`src/design/dsr_pkg.sv`:
```
// dsr_pkg: shared widths, register indexes and structs of the supercell replicator
// no dependencies; used by the interfaces, the divider, the controller and the top level
package dsr_pkg;

  localparam int COORD_W    = 20;
  localparam int ELEM_W     = 7;
  localparam int ID_W       = 19;
  localparam int MULT_W     = 3;
  localparam int COUNT_W    = 13;
  localparam int CFG_IDX_W  = 3;
  localparam int CFG_DATA_W = 13;

  // divider datapath: dividend 2*|num|+m, divisor 2*m
  localparam int DIV_W      = 22;
  localparam int DIVR_W     = 4;
  localparam int REM_W      = 3;
  localparam int DIV_STEPS  = DIV_W / 2;
  localparam int STEP_CNT_W = 4;
  localparam int FRAC_BITS  = 16;

  localparam int COORD_MAX = 2 ** (COORD_W - 1) - 1;
  localparam int COORD_MIN = -(2 ** (COORD_W - 1));

  // configuration register indexes
  localparam logic [CFG_IDX_W-1:0] REG_MULT_A     = 3'd0;
  localparam logic [CFG_IDX_W-1:0] REG_MULT_B     = 3'd1;
  localparam logic [CFG_IDX_W-1:0] REG_MULT_C     = 3'd2;
  localparam logic [CFG_IDX_W-1:0] REG_ATOM_COUNT = 3'd3;

  typedef struct packed {
    logic              start;
    logic [DIV_W-1:0]  dividend;
    logic [DIVR_W-1:0] divisor;
  } div_req_t;

  typedef struct packed {
    logic             done;
    logic [DIV_W-1:0] quotient;
  } div_rsp_t;

  typedef struct packed {
    logic [MULT_W-1:0]  mult_a;
    logic [MULT_W-1:0]  mult_b;
    logic [MULT_W-1:0]  mult_c;
    logic [COUNT_W-1:0] count;
  } cfg_eff_t;

endpackage

```
`src/design/dsr_if.sv`:
```
// dsr_if: channel interfaces of the supercell replicator (atom in, copy out, config write)
// depends on dsr_pkg for field widths
interface dsr_in_if
  import dsr_pkg::*;
();
  logic                      valid;
  logic                      ready;
  logic signed [COORD_W-1:0] frac_x;
  logic signed [COORD_W-1:0] frac_y;
  logic signed [COORD_W-1:0] frac_z;
  logic [ELEM_W-1:0]         element_code;

  modport source (output valid, frac_x, frac_y, frac_z, element_code, input ready);
  modport sink   (input valid, frac_x, frac_y, frac_z, element_code, output ready);
endinterface

interface dsr_out_if
  import dsr_pkg::*;
();
  logic                      valid;
  logic                      ready;
  logic signed [COORD_W-1:0] out_frac_x;
  logic signed [COORD_W-1:0] out_frac_y;
  logic signed [COORD_W-1:0] out_frac_z;
  logic [ELEM_W-1:0]         out_element;
  logic [ID_W-1:0]           out_atom_id;
  logic                      last_copy;

  modport source (output valid, out_frac_x, out_frac_y, out_frac_z, out_element,
                  out_atom_id, last_copy, input ready);
  modport sink   (input valid, out_frac_x, out_frac_y, out_frac_z, out_element,
                  out_atom_id, last_copy, output ready);
endinterface

interface dsr_cfg_if
  import dsr_pkg::*;
();
  logic                  valid;
  logic                  ready;
  logic [CFG_IDX_W-1:0]  index;
  logic [CFG_DATA_W-1:0] data;

  modport source (output valid, index, data, input ready);
  modport sink   (input valid, index, data, output ready);
endinterface

```
`src/design/dsr_divider.sv`:
```
// dsr_divider: shared restoring divider, two quotient bits per cycle, small divisor
// depends on dsr_pkg for div_req_t / div_rsp_t
module dsr_divider
  import dsr_pkg::*;
(
  input  logic     clk,
  input  logic     rst,
  input  div_req_t req,
  output div_rsp_t rsp
);

  logic                  busy;
  logic                  done;
  logic [STEP_CNT_W-1:0] cnt;
  logic [DIV_W-1:0]      acc;
  logic [REM_W-1:0]      rem;
  logic [DIVR_W-1:0]     dsr;
  logic [DIV_W-1:0]      acc_next;
  logic [REM_W-1:0]      rem_next;

  // two dependent restoring steps on a 4-bit partial remainder
  always_comb begin
    logic [DIVR_W-1:0] t;
    logic [DIV_W-1:0]  a;
    logic [REM_W-1:0]  r;
    a = acc;
    r = rem;
    for (int j = 0; j < 2; j++) begin
      t = {r, a[DIV_W-1]};
      a = {a[DIV_W-2:0], 1'b0};
      if (t >= dsr) begin
        t    = t - dsr;
        a[0] = 1'b1;
      end
      r = t[REM_W-1:0];
    end
    acc_next = a;
    rem_next = r;
  end

  always_ff @(posedge clk) begin
    if (rst) begin
      busy <= 1'b0;
      done <= 1'b0;
      cnt  <= '0;
    end else begin
      done <= 1'b0;
      if (req.start) begin
        busy <= 1'b1;
        cnt  <= STEP_CNT_W'(DIV_STEPS - 1);
      end else if (busy) begin
        if (cnt == '0) begin
          busy <= 1'b0;
          done <= 1'b1;
        end else begin
          cnt <= cnt - 1'b1;
        end
      end
    end
  end

  always_ff @(posedge clk) begin
    if (req.start) begin
      acc <= req.dividend;
      rem <= '0;
      dsr <= req.divisor;
    end else if (busy) begin
      acc <= acc_next;
      rem <= rem_next;
    end
  end

  assign rsp.done     = done;
  assign rsp.quotient = acc;

endmodule

```
`src/design/dsr_ctrl.sv`:
```
// dsr_ctrl: sequencer that fills per-axis coordinate tables through the shared divider,
// then walks the cell shifts and registers one copy per transfer; depends on dsr_pkg, dsr_if
module dsr_ctrl
  import dsr_pkg::*;
#(
  parameter int MAX_MULT = 4
) (
  input  logic               clk,
  input  logic               rst,
  input  cfg_eff_t           eff,
  input  logic [ID_W-1:0]    id_base,
  dsr_in_if.sink             in_ch,
  dsr_out_if.source          out_ch,
  output div_req_t           div_req,
  input  div_rsp_t           div_rsp
);

  localparam int SH_W = (MAX_MULT > 1) ? $clog2(MAX_MULT) : 1;

  typedef enum logic [1:0] {S_IDLE, S_DIV_GO, S_DIV_WAIT, S_EMIT} state_t;
  typedef enum logic [1:0] {AX_X, AX_Y, AX_Z} axis_t;

  state_t state;
  axis_t  axis;

  logic signed [COORD_W-1:0] f_x, f_y, f_z;
  logic [ELEM_W-1:0]         elem;
  logic [MULT_W-1:0]         m_a, m_b, m_c;
  logic [COUNT_W-1:0]        count;
  logic [ID_W-1:0]           id_acc;
  logic [SH_W-1:0]           shift;
  logic [SH_W-1:0]           ia, ib, ic;

  logic signed [COORD_W-1:0] tab_x [MAX_MULT];
  logic signed [COORD_W-1:0] tab_y [MAX_MULT];
  logic signed [COORD_W-1:0] tab_z [MAX_MULT];

  logic                      res_valid;
  logic signed [COORD_W-1:0] res_x, res_y, res_z;
  logic [ELEM_W-1:0]         res_elem;
  logic [ID_W-1:0]           res_id;
  logic                      res_last;

  logic signed [COORD_W-1:0] f_sel;
  logic [MULT_W-1:0]         m_sel;
  logic [DIV_W-1:0]          num;
  logic [DIV_W-1:0]          mag;
  logic                      neg;
  logic signed [DIV_W-1:0]   sres;
  logic signed [COORD_W-1:0] qcoord;
  logic                      in_xfer;
  logic                      load;
  logic                      last_a, last_b, last_c;

  always_comb begin
    unique case (axis)
      AX_X:    begin f_sel = f_x; m_sel = m_a; end
      AX_Y:    begin f_sel = f_y; m_sel = m_b; end
      default: begin f_sel = f_z; m_sel = m_c; end
    endcase
  end

  // numerator f + shift in Q4.16, then magnitude for the unsigned divide
  assign num = DIV_W'(f_sel) + DIV_W'({shift, {FRAC_BITS{1'b0}}});
  assign neg = num[DIV_W-1];
  assign mag = neg ? (DIV_W'(0) - num) : num;

  assign div_req.start    = (state == S_DIV_GO);
  assign div_req.dividend = {mag[DIV_W-2:0], 1'b0} + DIV_W'(m_sel);
  assign div_req.divisor  = {m_sel, 1'b0};

  // restore sign (ties already rounded away from zero), saturate to Q4.16
  always_comb begin
    sres = neg ? (DIV_W'(0) - {1'b0, div_rsp.quotient[DIV_W-2:0]})
               : {1'b0, div_rsp.quotient[DIV_W-2:0]};
    if (sres > DIV_W'(COORD_MAX)) qcoord = COORD_W'(COORD_MAX);
    else if (sres < DIV_W'(COORD_MIN)) qcoord = COORD_W'(COORD_MIN);
    else qcoord = sres[COORD_W-1:0];
  end

  assign in_ch.ready = (state == S_IDLE);
  assign in_xfer     = in_ch.valid && in_ch.ready;

  assign last_a = (MULT_W'(ia) == m_a - 1'b1);
  assign last_b = (MULT_W'(ib) == m_b - 1'b1);
  assign last_c = (MULT_W'(ic) == m_c - 1'b1);
  assign load   = (state == S_EMIT) && (!res_valid || out_ch.ready);

  always_ff @(posedge clk) begin
    if (rst) begin
      state     <= S_IDLE;
      res_valid <= 1'b0;
    end else begin
      if (load) res_valid <= 1'b1;
      else if (out_ch.ready) res_valid <= 1'b0;

      unique case (state)
        S_IDLE: begin
          if (in_xfer) begin
            f_x    <= in_ch.frac_x;
            f_y    <= in_ch.frac_y;
            f_z    <= in_ch.frac_z;
            elem   <= in_ch.element_code;
            m_a    <= eff.mult_a;
            m_b    <= eff.mult_b;
            m_c    <= eff.mult_c;
            count  <= eff.count;
            id_acc <= id_base;
            axis   <= AX_X;
            shift  <= '0;
            state  <= S_DIV_GO;
          end
        end
        S_DIV_GO: begin
          state <= S_DIV_WAIT;
        end
        S_DIV_WAIT: begin
          if (div_rsp.done) begin
            unique case (axis)
              AX_X:    tab_x[shift] <= qcoord;
              AX_Y:    tab_y[shift] <= qcoord;
              default: tab_z[shift] <= qcoord;
            endcase
            if (MULT_W'(shift) == m_sel - 1'b1) begin
              shift <= '0;
              unique case (axis)
                AX_X:    begin axis <= AX_Y; state <= S_DIV_GO; end
                AX_Y:    begin axis <= AX_Z; state <= S_DIV_GO; end
                default: begin
                  ia    <= '0;
                  ib    <= '0;
                  ic    <= '0;
                  state <= S_EMIT;
                end
              endcase
            end else begin
              shift <= shift + 1'b1;
              state <= S_DIV_GO;
            end
          end
        end
        S_EMIT: begin
          if (load) begin
            res_x    <= tab_x[ia];
            res_y    <= tab_y[ib];
            res_z    <= tab_z[ic];
            res_elem <= elem;
            res_id   <= id_acc;
            res_last <= last_a && last_b && last_c;
            id_acc   <= id_acc + ID_W'(count);
            if (last_c) begin
              ic <= '0;
              if (last_b) begin
                ib <= '0;
                ia <= ia + 1'b1;
              end else begin
                ib <= ib + 1'b1;
              end
            end else begin
              ic <= ic + 1'b1;
            end
            if (last_a && last_b && last_c) state <= S_IDLE;
          end
        end
        default: state <= S_IDLE;
      endcase
    end
  end

  assign out_ch.valid       = res_valid;
  assign out_ch.out_frac_x  = res_x;
  assign out_ch.out_frac_y  = res_y;
  assign out_ch.out_frac_z  = res_z;
  assign out_ch.out_element = res_elem;
  assign out_ch.out_atom_id = res_id;
  assign out_ch.last_copy   = res_last;

endmodule

```
`src/design/diagonal_supercell_replicator_top.sv`:
```
// diagonal_supercell_replicator_top: config registers, atom index, divider and sequencer
// depends on dsr_pkg, dsr_if, dsr_divider, dsr_ctrl
//
// Replicates one atom per input transfer into mult_a*mult_b*mult_c copies of a diagonal
// supercell. Each copy carries (f+i)/mult per axis in signed Q4.16, rounded to nearest with
// ties away from zero, the element code, and identifier rank*atom_count + atom_index + 1;
// copies leave ia outermost, ic innermost, last_copy marking the final one. Multipliers of 0
// act as 1 and above MAX_MULT act as MAX_MULT; atom_count 0 acts as 1, above MAX_ATOMS as
// MAX_ATOMS. The atom index advances per atom and wraps at the effective count. Throughput:
// one atom at a time. After the atom transfer the block fills one table entry at a time in
// the shared divider (11 two-bit steps plus issue and write-back), a+b+c entries in all, then
// emits one copy per cycle while the output side keeps taking them. Input ready is high only
// while the sequencer is idle; the last copy may still sit in the output register when the
// next atom is taken. Config writes are always ready and should only be issued while idle.
module diagonal_supercell_replicator_top
  import dsr_pkg::*;
#(
  parameter int MAX_ATOMS = 4096,
  parameter int MAX_MULT  = 4
) (
  input  logic      clk,
  input  logic      rst,
  dsr_in_if.sink    in_ch,
  dsr_out_if.source out_ch,
  dsr_cfg_if.sink   cfg
);

  localparam int IDX_W = (MAX_ATOMS > 1) ? $clog2(MAX_ATOMS) : 1;

  // configuration registers, raw values as written
  logic [MULT_W-1:0]  mult_a;
  logic [MULT_W-1:0]  mult_b;
  logic [MULT_W-1:0]  mult_c;
  logic [COUNT_W-1:0] atom_count;

  // index of the next source atom
  logic [IDX_W-1:0]   atom_index;

  cfg_eff_t           eff;
  logic [ID_W-1:0]    id_base;
  div_req_t           div_req;
  div_rsp_t           div_rsp;

  // config writes never stall
  assign cfg.ready = 1'b1;

  always_ff @(posedge clk) begin
    if (rst) begin
      mult_a     <= MULT_W'(1);
      mult_b     <= MULT_W'(1);
      mult_c     <= MULT_W'(1);
      atom_count <= COUNT_W'(1);
    end else if (cfg.valid && cfg.ready) begin
      unique case (cfg.index)
        REG_MULT_A:     mult_a     <= cfg.data[MULT_W-1:0];
        REG_MULT_B:     mult_b     <= cfg.data[MULT_W-1:0];
        REG_MULT_C:     mult_c     <= cfg.data[MULT_W-1:0];
        REG_ATOM_COUNT: atom_count <= cfg.data[COUNT_W-1:0];
        default:        ; // writes beyond the register list are dropped
      endcase
    end
  end

  // clamp multipliers into 1..MAX_MULT
  function automatic logic [MULT_W-1:0] clamp_mult(input logic [MULT_W-1:0] m);
    logic [MULT_W-1:0] r;
    if (m == '0) r = MULT_W'(1);
    else if (32'(m) > MAX_MULT) r = MULT_W'(MAX_MULT);
    else r = m;
    return r;
  endfunction

  always_comb begin
    eff.mult_a = clamp_mult(mult_a);
    eff.mult_b = clamp_mult(mult_b);
    eff.mult_c = clamp_mult(mult_c);
    // clamp atom count into 1..MAX_ATOMS
    if (atom_count == '0) eff.count = COUNT_W'(1);
    else if (32'(atom_count) > MAX_ATOMS) eff.count = COUNT_W'(MAX_ATOMS);
    else eff.count = atom_count;
  end

  // identifier of the first copy is the atom index plus one
  assign id_base = ID_W'(atom_index) + ID_W'(1);

  // advance per atom transfer, wrap at the effective count (or if already beyond it)
  always_ff @(posedge clk) begin
    if (rst) begin
      atom_index <= '0;
    end else if (in_ch.valid && in_ch.ready) begin
      if (32'(atom_index) + 1 >= 32'(eff.count)) atom_index <= '0;
      else atom_index <= atom_index + 1'b1;
    end
  end

  // shared iterative divider for every coordinate quotient
  dsr_divider u_div (
    .clk (clk),
    .rst (rst),
    .req (div_req),
    .rsp (div_rsp)
  );

  // sequencer: table fill through the divider, then copy emission
  dsr_ctrl #(
    .MAX_MULT (MAX_MULT)
  ) u_ctrl (
    .clk     (clk),
    .rst     (rst),
    .eff     (eff),
    .id_base (id_base),
    .in_ch   (in_ch),
    .out_ch  (out_ch),
    .div_req (div_req),
    .div_rsp (div_rsp)
  );

`ifndef SYNTHESIS
  // an accepted atom keeps the input closed while its copies are produced
  a_busy_after_accept: assert property (@(posedge clk) disable iff (rst)
    in_ch.valid && in_ch.ready |=> !in_ch.ready)
    else $error("input ready right after an atom transfer");

  // while idle, only the final copy of the previous atom may still wait at the output
  a_idle_only_last: assert property (@(posedge clk) disable iff (rst)
    in_ch.ready && out_ch.valid |-> out_ch.last_copy)
    else $error("sequencer idle with a non-final copy pending");

  // identifiers start at one
  a_id_nonzero: assert property (@(posedge clk) disable iff (rst)
    out_ch.valid |-> out_ch.out_atom_id != '0)
    else $error("copy with zero identifier");

  // the divider is never restarted while a quotient is due
  a_div_no_overlap: assert property (@(posedge clk) disable iff (rst)
    div_req.start |=> !div_req.start)
    else $error("divider started on consecutive cycles");
`endif

endmodule
```
`src/flat_wrapper.sv`:
```
// flat-port wrapper written by rule: the top's interface ports become plain ports
module diagonal_supercell_replicator_top_flat import dsr_pkg::*;
#(
  parameter int MAX_ATOMS = 4096,
  parameter int MAX_MULT  = 4
)
  (clk, rst, in_ch_valid, in_ch_frac_x, in_ch_frac_y, in_ch_frac_z, in_ch_element_code, in_ch_ready, out_ch_valid, out_ch_out_frac_x, out_ch_out_frac_y, out_ch_out_frac_z, out_ch_out_element, out_ch_out_atom_id, out_ch_last_copy, out_ch_ready, cfg_valid, cfg_index, cfg_data, cfg_ready);
  dsr_in_if in_ch_i ();
  dsr_out_if out_ch_i ();
  dsr_cfg_if cfg_i ();
  input  logic clk;
  input  logic rst;
  input wire logic [$bits(in_ch_i.valid)-1:0] in_ch_valid;
  input wire logic [$bits(in_ch_i.frac_x)-1:0] in_ch_frac_x;
  input wire logic [$bits(in_ch_i.frac_y)-1:0] in_ch_frac_y;
  input wire logic [$bits(in_ch_i.frac_z)-1:0] in_ch_frac_z;
  input wire logic [$bits(in_ch_i.element_code)-1:0] in_ch_element_code;
  output wire logic [$bits(in_ch_i.ready)-1:0] in_ch_ready;
  output wire logic [$bits(out_ch_i.valid)-1:0] out_ch_valid;
  output wire logic [$bits(out_ch_i.out_frac_x)-1:0] out_ch_out_frac_x;
  output wire logic [$bits(out_ch_i.out_frac_y)-1:0] out_ch_out_frac_y;
  output wire logic [$bits(out_ch_i.out_frac_z)-1:0] out_ch_out_frac_z;
  output wire logic [$bits(out_ch_i.out_element)-1:0] out_ch_out_element;
  output wire logic [$bits(out_ch_i.out_atom_id)-1:0] out_ch_out_atom_id;
  output wire logic [$bits(out_ch_i.last_copy)-1:0] out_ch_last_copy;
  input wire logic [$bits(out_ch_i.ready)-1:0] out_ch_ready;
  input wire logic [$bits(cfg_i.valid)-1:0] cfg_valid;
  input wire logic [$bits(cfg_i.index)-1:0] cfg_index;
  input wire logic [$bits(cfg_i.data)-1:0] cfg_data;
  output wire logic [$bits(cfg_i.ready)-1:0] cfg_ready;
  assign in_ch_i.valid = in_ch_valid;
  assign in_ch_i.frac_x = in_ch_frac_x;
  assign in_ch_i.frac_y = in_ch_frac_y;
  assign in_ch_i.frac_z = in_ch_frac_z;
  assign in_ch_i.element_code = in_ch_element_code;
  assign in_ch_ready = in_ch_i.ready;
  assign out_ch_valid = out_ch_i.valid;
  assign out_ch_out_frac_x = out_ch_i.out_frac_x;
  assign out_ch_out_frac_y = out_ch_i.out_frac_y;
  assign out_ch_out_frac_z = out_ch_i.out_frac_z;
  assign out_ch_out_element = out_ch_i.out_element;
  assign out_ch_out_atom_id = out_ch_i.out_atom_id;
  assign out_ch_last_copy = out_ch_i.last_copy;
  assign out_ch_i.ready = out_ch_ready;
  assign cfg_i.valid = cfg_valid;
  assign cfg_i.index = cfg_index;
  assign cfg_i.data = cfg_data;
  assign cfg_ready = cfg_i.ready;
  diagonal_supercell_replicator_top #(.MAX_ATOMS(MAX_ATOMS), .MAX_MULT(MAX_MULT)) u_core (.clk(clk), .rst(rst), .in_ch(in_ch_i), .out_ch(out_ch_i), .cfg(cfg_i));
endmodule
```
`config.mk`:
```
export PLATFORM = sky130hd
export DESIGN_NAME = diagonal_supercell_replicator_top_flat
export DESIGN_NICKNAME = d
export VERILOG_FILES = /design/src/design/dsr_pkg.sv /design/src/design/dsr_if.sv /design/src/design/dsr_divider.sv /design/src/design/dsr_ctrl.sv /design/src/design/diagonal_supercell_replicator_top.sv /design/src/flat_wrapper.sv
export SDC_FILE = /design/constraint.sdc
export NUM_CORES = 1
export LEC_CHECK = 0
export BUFFER_PORTS_ARGS = -buffer_cell sky130_fd_sc_hd__buf_2
export CORE_MARGIN = 3
export CORE_UTILIZATION = 25
export DETAILED_ROUTE_END_ITERATION = 10
export PLACE_DENSITY_LB_ADDON = 0.25
export SYNTH_ARGS = -nofsm -noshare
export SYNTH_HDL_FRONTEND = slang
export SYNTH_SLANG_ARGS = --single-unit
```
`constraint.sdc`:
```
create_clock -name clk -period 9.35 [get_ports clk]
set_clock_uncertainty 0.05 [all_clocks]
set_input_delay 0 -clock clk [delete_from_list [all_inputs] [get_ports clk]]
set_output_delay 0 -clock clk [all_outputs]
set_load 0.01 [all_outputs]
```
Word-level counts from Yosys, hierarchy flattened:

Memory sizes are Yosys's and may differ from the RTL's. A register that Yosys moved wholly into a read port is not among the register bits.
Index checks and enable logic that the tools add are counted.
Widths: inputs -> output; s select.

* bitwise logic cells: 3
* equality and inequality tests: 21
* mux-type cells: 74
* order comparisons: 9
* add/subtract/negate cells: 19
* reduce and logical (&&, ||, !) cells: 40

Operator list (number)
* $mux 22: 3
* $mux 2: 22
* $mux 20: 2
* $pmux 20 s2: 1
* $mux 19: 2
* $pmux 19 s2: 1
* $ge 32x13->1: 1
* $add 12x1->13 const B: 2
* $mux 13: 2
* $pmux 2 s2: 6
* $mux 1: 23
* $add 22x3->22: 1
* $gt 22x20->1 const B: 1
* $lt 22x20->1 const B: 1
* $sub 1x21->22 const A: 1
* $add 20x19->21: 1
* $mux 21: 1
* $sub 1x21->21 const A: 1
* $add 19x13->19: 1
* $mux 3: 5
* $gt 13x13->1 const B: 1
* $logic_not 13->1: 1
* $add 12x1->12 const B: 1
* $eq 2x3->1: 4
* 33 further kinds: 81

* output and inout bits: 90
* RAM bits: 240
* bits in registers: 216
* memories: 3
* logic and storage cells: 203

Memories
* u_core.u_ctrl.tab_x: depth 4, width 20, read ports 1, clocked after memory_dff 1, write ports 1, line dsr_ctrl.sv:34 `logic signed [COORD_W-1:0] tab_x [MAX_MULT];`
* u_core.u_ctrl.tab_y: depth 4, width 20, read ports 1, clocked after memory_dff 1, write ports 1, line dsr_ctrl.sv:35 `logic signed [COORD_W-1:0] tab_y [MAX_MULT];`
* u_core.u_ctrl.tab_z: depth 4, width 20, read ports 1, clocked after memory_dff 1, write ports 1, line dsr_ctrl.sv:36 `logic signed [COORD_W-1:0] tab_z [MAX_MULT];`

Longest topological paths before layout:

* depth after elaboration: 7
* gate-level depth with buffers: 24

Modules after synthesis:

A second synthesis with hierarchy kept.

* cell total of the unflattened synthesis: 1438
* area total of the unflattened synthesis: 22442.8 um^2

By module, submodules not included
* dsr_ctrl: cells each 1077, area each 18866.8 um^2, seq. area each 13422.9 um^2, times used 1
* diagonal_supercell_replicator_top: cells each 232, area each 1845.5 um^2, seq. area each 680.7 um^2, times used 1
* dsr_divider: cells each 129, area each 1730.4 um^2, seq. area each 960.9 um^2, times used 1

Least setup slack after synthesis:

OpenSTA, ideal clock, no wires.

* kind: flip-flop to flip-flop
* from: register u_core.u_ctrl.state[1]
* to: register u_core.u_ctrl.res_last, in the netlist u_core.u_ctrl.out_ch.last_copy, enable pin
* path slack: 1.228 ns
* buffers on the path: 2
* setup time: 0.657 ns
* stages on the path, launching flop included: 5
* period minus slack after synthesis: 8.122 ns
* arrival: 7.414 ns
* cell sequence: dfxtp_1 -> ha_1 -> clkbuf_1 -> clkbuf_1 -> nor3b_1

* longest elaborated chain between the ends: 3

RTL lines
* start: declaration: line dsr_ctrl.sv:23 `state_t state;`
* start signal: assignment: line dsr_ctrl.sv:91 `state <= S_IDLE;`
* start signal: assignment: line dsr_ctrl.sv:111 `state <= S_DIV_GO;`
* start signal: assignment: line dsr_ctrl.sv:115 `state <= S_DIV_WAIT;`
* $eq 2x2->1 (*): line dsr_ctrl.sv:87, dsr_ctrl.sv:97
* $logic_and 1x1->1: line dsr_ctrl.sv:87 `assign load = (state == S_EMIT) && (!res_valid || out_ch.ready);`
* $reduce_and 3->1 (no line) (*)
* end signal: assignment: line dsr_ctrl.sv:149 `res_last <= last_a && last_b && last_c;`
* end: declaration: line dsr_ctrl.sv:42 `logic res_last;`

Every way passes the cells marked *; elsewhere a longest branch is shown, timed or not.
A chain may end at the register's enable or synchronous reset.

Final worst setup path:

* from: register u_core.u_ctrl.axis[1]
* to: memory u_core.u_ctrl.tab_x[1][13], data pin

* longest elaborated chain between the ends: 7

RTL lines
* start: declaration: line dsr_ctrl.sv:24 `axis_t axis;`
* start signal: assignment: line dsr_ctrl.sv:109 `axis <= AX_X;`
* start signal: assignment: line dsr_ctrl.sv:127 `AX_X: begin axis <= AX_Y; state <= S_DIV_GO; end`
* start signal: assignment: line dsr_ctrl.sv:128 `AX_Y: begin axis <= AX_Z; state <= S_DIV_GO; end`
* $eq 2x1->1 / $logic_not 2->1 (equally long branches): line dsr_ctrl.sv:56 `unique case (axis)`
* $pmux 20 s2 (*): line dsr_ctrl.sv:56
* $add 20x19->21 (*): line dsr_ctrl.sv:64 `assign num = DIV_W'(f_sel) + DIV_W'({shift, {FRAC_BITS{1'b0}}});`
* $mux 22 (*): line dsr_ctrl.sv:74 `sres = neg ? (DIV_W'(0) - {1'b0, div_rsp.quotient[DIV_W-2:0]})`
* $lt 22x20->1: line dsr_ctrl.sv:77 `else if (sres < DIV_W'(COORD_MIN)) qcoord = COORD_W'(COORD_MIN);`
* $mux 20: line dsr_ctrl.sv:77
* $mux 20 (*): line dsr_ctrl.sv:76 `if (sres > DIV_W'(COORD_MAX)) qcoord = COORD_W'(COORD_MAX);`
* net u_core.u_ctrl.qcoord[13]: line dsr_ctrl.sv:50 `logic signed [COORD_W-1:0] qcoord;`
* end: declaration: line dsr_ctrl.sv:34

Mark *: on every way through the listed nets, which the timed path passes. The rest lies on a longest branch.

==> results.cfg <==
[placed_design]
hpwlAfterDp_um = 36700
dpl_cell_area_sq_mm = 0.0246
place_congestion = 0.779
port_buffers = 176

[routing]
drtIter0Drc = 719
vias = 13300
wl_um = 55500
drcViolationCount = 0
drtPass1Iterations = 5
wl_per_cell_um = 18.2
ant_nets = 0
routed_via_density = 4.35

[clocking]
htreeDepth = 2
ctsResizeCount = 0
cts.clk_slew.worst_paths_ps = 60
post-cts-setup-buffer-count = 0
cts_tree = built
cts_buffers = 58
clk_path_buf_depth = 3
clockRootBuffer = clkbuf_16
cts.sink_count = 516
clock_latency_ps = 640

[sta]
clock.fmax_ghz = 0.193
period_share_pct = 55.3
max_slew_margin_pct = 13.4
worst_pin_slew_ps = 1290
grt_setup_unrepaired = false
tns_ps = 0
fin_crit_ps = 5170
drv_slew = 0
setup_violations = 0
hold_violations = 0

[setup_path]
crit_required_ps = 9430
endpoint_kind = flop
rr_startpoint = u_core.u_ctrl.axis[1]
worstSetupPathType = flop to flop
worstSetupStartpointType = flop
crit_arrival_ps = 5250
endpoint = u_core.u_ctrl.tab_x[1][13]
timing.rr.end = u_core.u_ctrl.tab_x[1][13]
startpoint = u_core.u_ctrl.axis[1]
worstPathMaxFanout = 35
reg2reg_slack_ps = 4180
rr_worst_depth = 13

[synthesis]
netlist_top_cells_count = edfxtp_1, nand2_1, inv_1, o21ai_0, nor2_1
syn_area_per_cell_sq_um = 15.1
synth-seq-area-share_pct = 67.6
synth_area_leader_cell = edfxtp_1
synth-edff-count = 470
synth_top_area_share_pct = 63.4
synth_compound_area_share_pct = 6.52
synth.most_common_cell = edfxtp_1
synth-xor-area-share_pct = 3.42
ys.flop_type = edfxtp_1
yosys_warnings = 0
synthAdderAreaFrac_pct = 3.59
synthSimpleGateAreaFrac_pct = 7.75
synthTopCellsByArea = edfxtp_1, mux4_2, dfxtp_1
synth_fp_nets = 1623
synth-seq-cells = 516
synth_cell_types = 79
synth_area_sq_mm = 0.0223
synth_mux_area_share_pct = 8.81
synth_top_family_by_area = multiplexers
synthCells = 1473
synthArstFlopShare_pct = 0

[power_and_ir_drop]
ir_worst_vdd_mv = 0.226
seqPwrFrac_pct = 44.4
comb_power_share_pct = 24.8
power_density_mw_per_mm2 = 258
swShare_pct = 31.1
switchingPower_w = 0.00225
pwr-share-clk_pct = 30.8
power_leakage_nw = 9.89
power.internal_w = 0.00500

[cells_and_area]
design_area_sq_mm = 0.0281
fill_cells = 8698
drive_gt1_share_pct = 21.0
synthToLayoutAreaGrowth_pct = 26.4
fin_nets = 1998

[grt]
grt_usage_pct = 11.8
grt_pass1_vias = 13700
grt_overflow = 0
antenna_found_initial = 3
grt_pass1_wl_um = 84600
grt_max_degree = 72

[hold_path]
hold_class = input port to flop

[die]
core-area_sq_mm = 0.0876
design.portCount = 178
rows = 108
die_x_um = 304
die_area_sq_mm = 0.0926
die_h_um = 304
start_util_pct = 25.4

[outcome]
outcome = complete, no violations

[job]
drv_cap = 0
metrics by stage:
step	setup slack (ps)	hold WS (ps)	utilization [%]	std cells	power (W)
floorplan	1230	48.9	-	1473	0.00445
global placement	4350	127	28.0	2774	0.00498
detailed placement	4220	128	28.0	2774	0.00503
CTS	4160	1.14	32.1	3044	0.00734
global route	3770	12.4	32.1	3044	0.00766
finish	4180	43.8	32.1	3045	0.00724
state kept, by name, indices dropped and copies added (netlist names), 22 cells and up:
| register | flops |
|---|---|
| u_core.u_ctrl.tab_z | 80 |
| u_core.u_div.acc | 22 |
| u_core.u_ctrl.tab_y | 80 |
| u_core.u_ctrl.tab_x | 80 |
area by class of cell:
class	count	area [sq um]	area share (%)
Antenna cell	1	2.50	0.00890
Timing Repair Buffer	369	2750	9.79
Inverter	73	274	0.974
Clock buffer	68	1490	5.29
Multi-Input combinational cell	830	6740	24.0
Tap cell	1155	1450	5.14
Sequential cell	516	15000	53.5
Clock inverter	33	384	1.37
cells in the final DEF, fill, tap and decap left out, drive strengths merged, types with 7 or more instances in the layout:
cell,instances
o31ai,18
inv,72
xnor2,48
clkinv,26
nor3,23
clkbuf,68
and2,25
or2,8
and3,12
dlygate4sd3,169
a21oi,53
mux2i,34
nand3,27
o21a,10
nor2b,13
nand2b,8
edfxtp,470
xor2,39
dfxtp,46
mux2,20
nand4,11
a21o,19
a211o,7
buf,200
o21ai,74
nor2,68
mux4,60
nand2,111
ha,59
nor4,12
worst max-delay path, cell delays in order (launching register included):
cell	delay (ps)
edfxtp_1	490
buf_4	370
o21ai_0	170
ha_1	230
fa_1	420
inv_1	120
a211o_1	220
and2_1	150
buf_4	310
o41ai_2	200
nand4b_1	130
o21ai_1	110
a221oi_4	930
o21ai_0	740
power groups by stage:
| stage | combinational [W] | sequential [W] | clock (W) |
|---|---|---|---|
| finish | 0.00180 | 0.00322 | 0.00223 |
| detailed placement | 0.00177 | 0.00327 | 0 |
| global placement | 0.00172 | 0.00326 | 0 |
| floorplan | 0.00123 | 0.00322 | 0 |
| CTS | 0.00182 | 0.00322 | 0.00230 |
| global route | 0.00202 | 0.00324 | 0.00240 |
cell families (layout without fill, tap and decap cells):
| family | after synthesis | after routing |
|---|---|---|
| AOI/OAI and AO/OA | 224 | 224 |
| xor gates and xnor gates | 87 | 87 |
| adders and majority gates | 62 | 62 |
| buffers and inverters | 127 | 543 |
| DFF | 516 | 516 |
| muxes | 114 | 114 |
| other | 1 | 2 |
| and+or+nand+nor | 342 | 342 |
what timing repair did:
item / CTS / global route
endpoints found under the hold margin: 107 / 0
setup endpoints to repair: 0 / 0
hold buffers: 169 / 0
routing by layer:
layer  vias up  track usage (%)  routed length, um
met1      6597             16.3              25800
met3        60             2.20               2460
met2       266             19.2              26100
met5         -                0                  0
li1       6333                -                  -
met4         0             3.14               1130
how the worst min path moves through the flow:
stage                       endpoint  slack, ps  depth (start not counted)                   from
2_1_floorplan  u_core.u_ctrl.elem[0]         50                          0  in_ch_element_code[0]
3_3_place_gp    u_core.u_ctrl.f_y[8]        130                          1        in_ch_frac_y[8]
3_5_place_dp   u_core.u_ctrl.f_y[19]        130                          1       in_ch_frac_y[19]
4_1_cts        u_core.u_ctrl.f_z[14]          1                          2       in_ch_frac_z[14]
5_1_grt         u_core.u_ctrl.f_z[7]         10                          2        in_ch_frac_z[7]
6_report        u_core.u_ctrl.f_z[7]         40                          2        in_ch_frac_z[7]
Note: power is estimated with default switching activity, not from simulation.
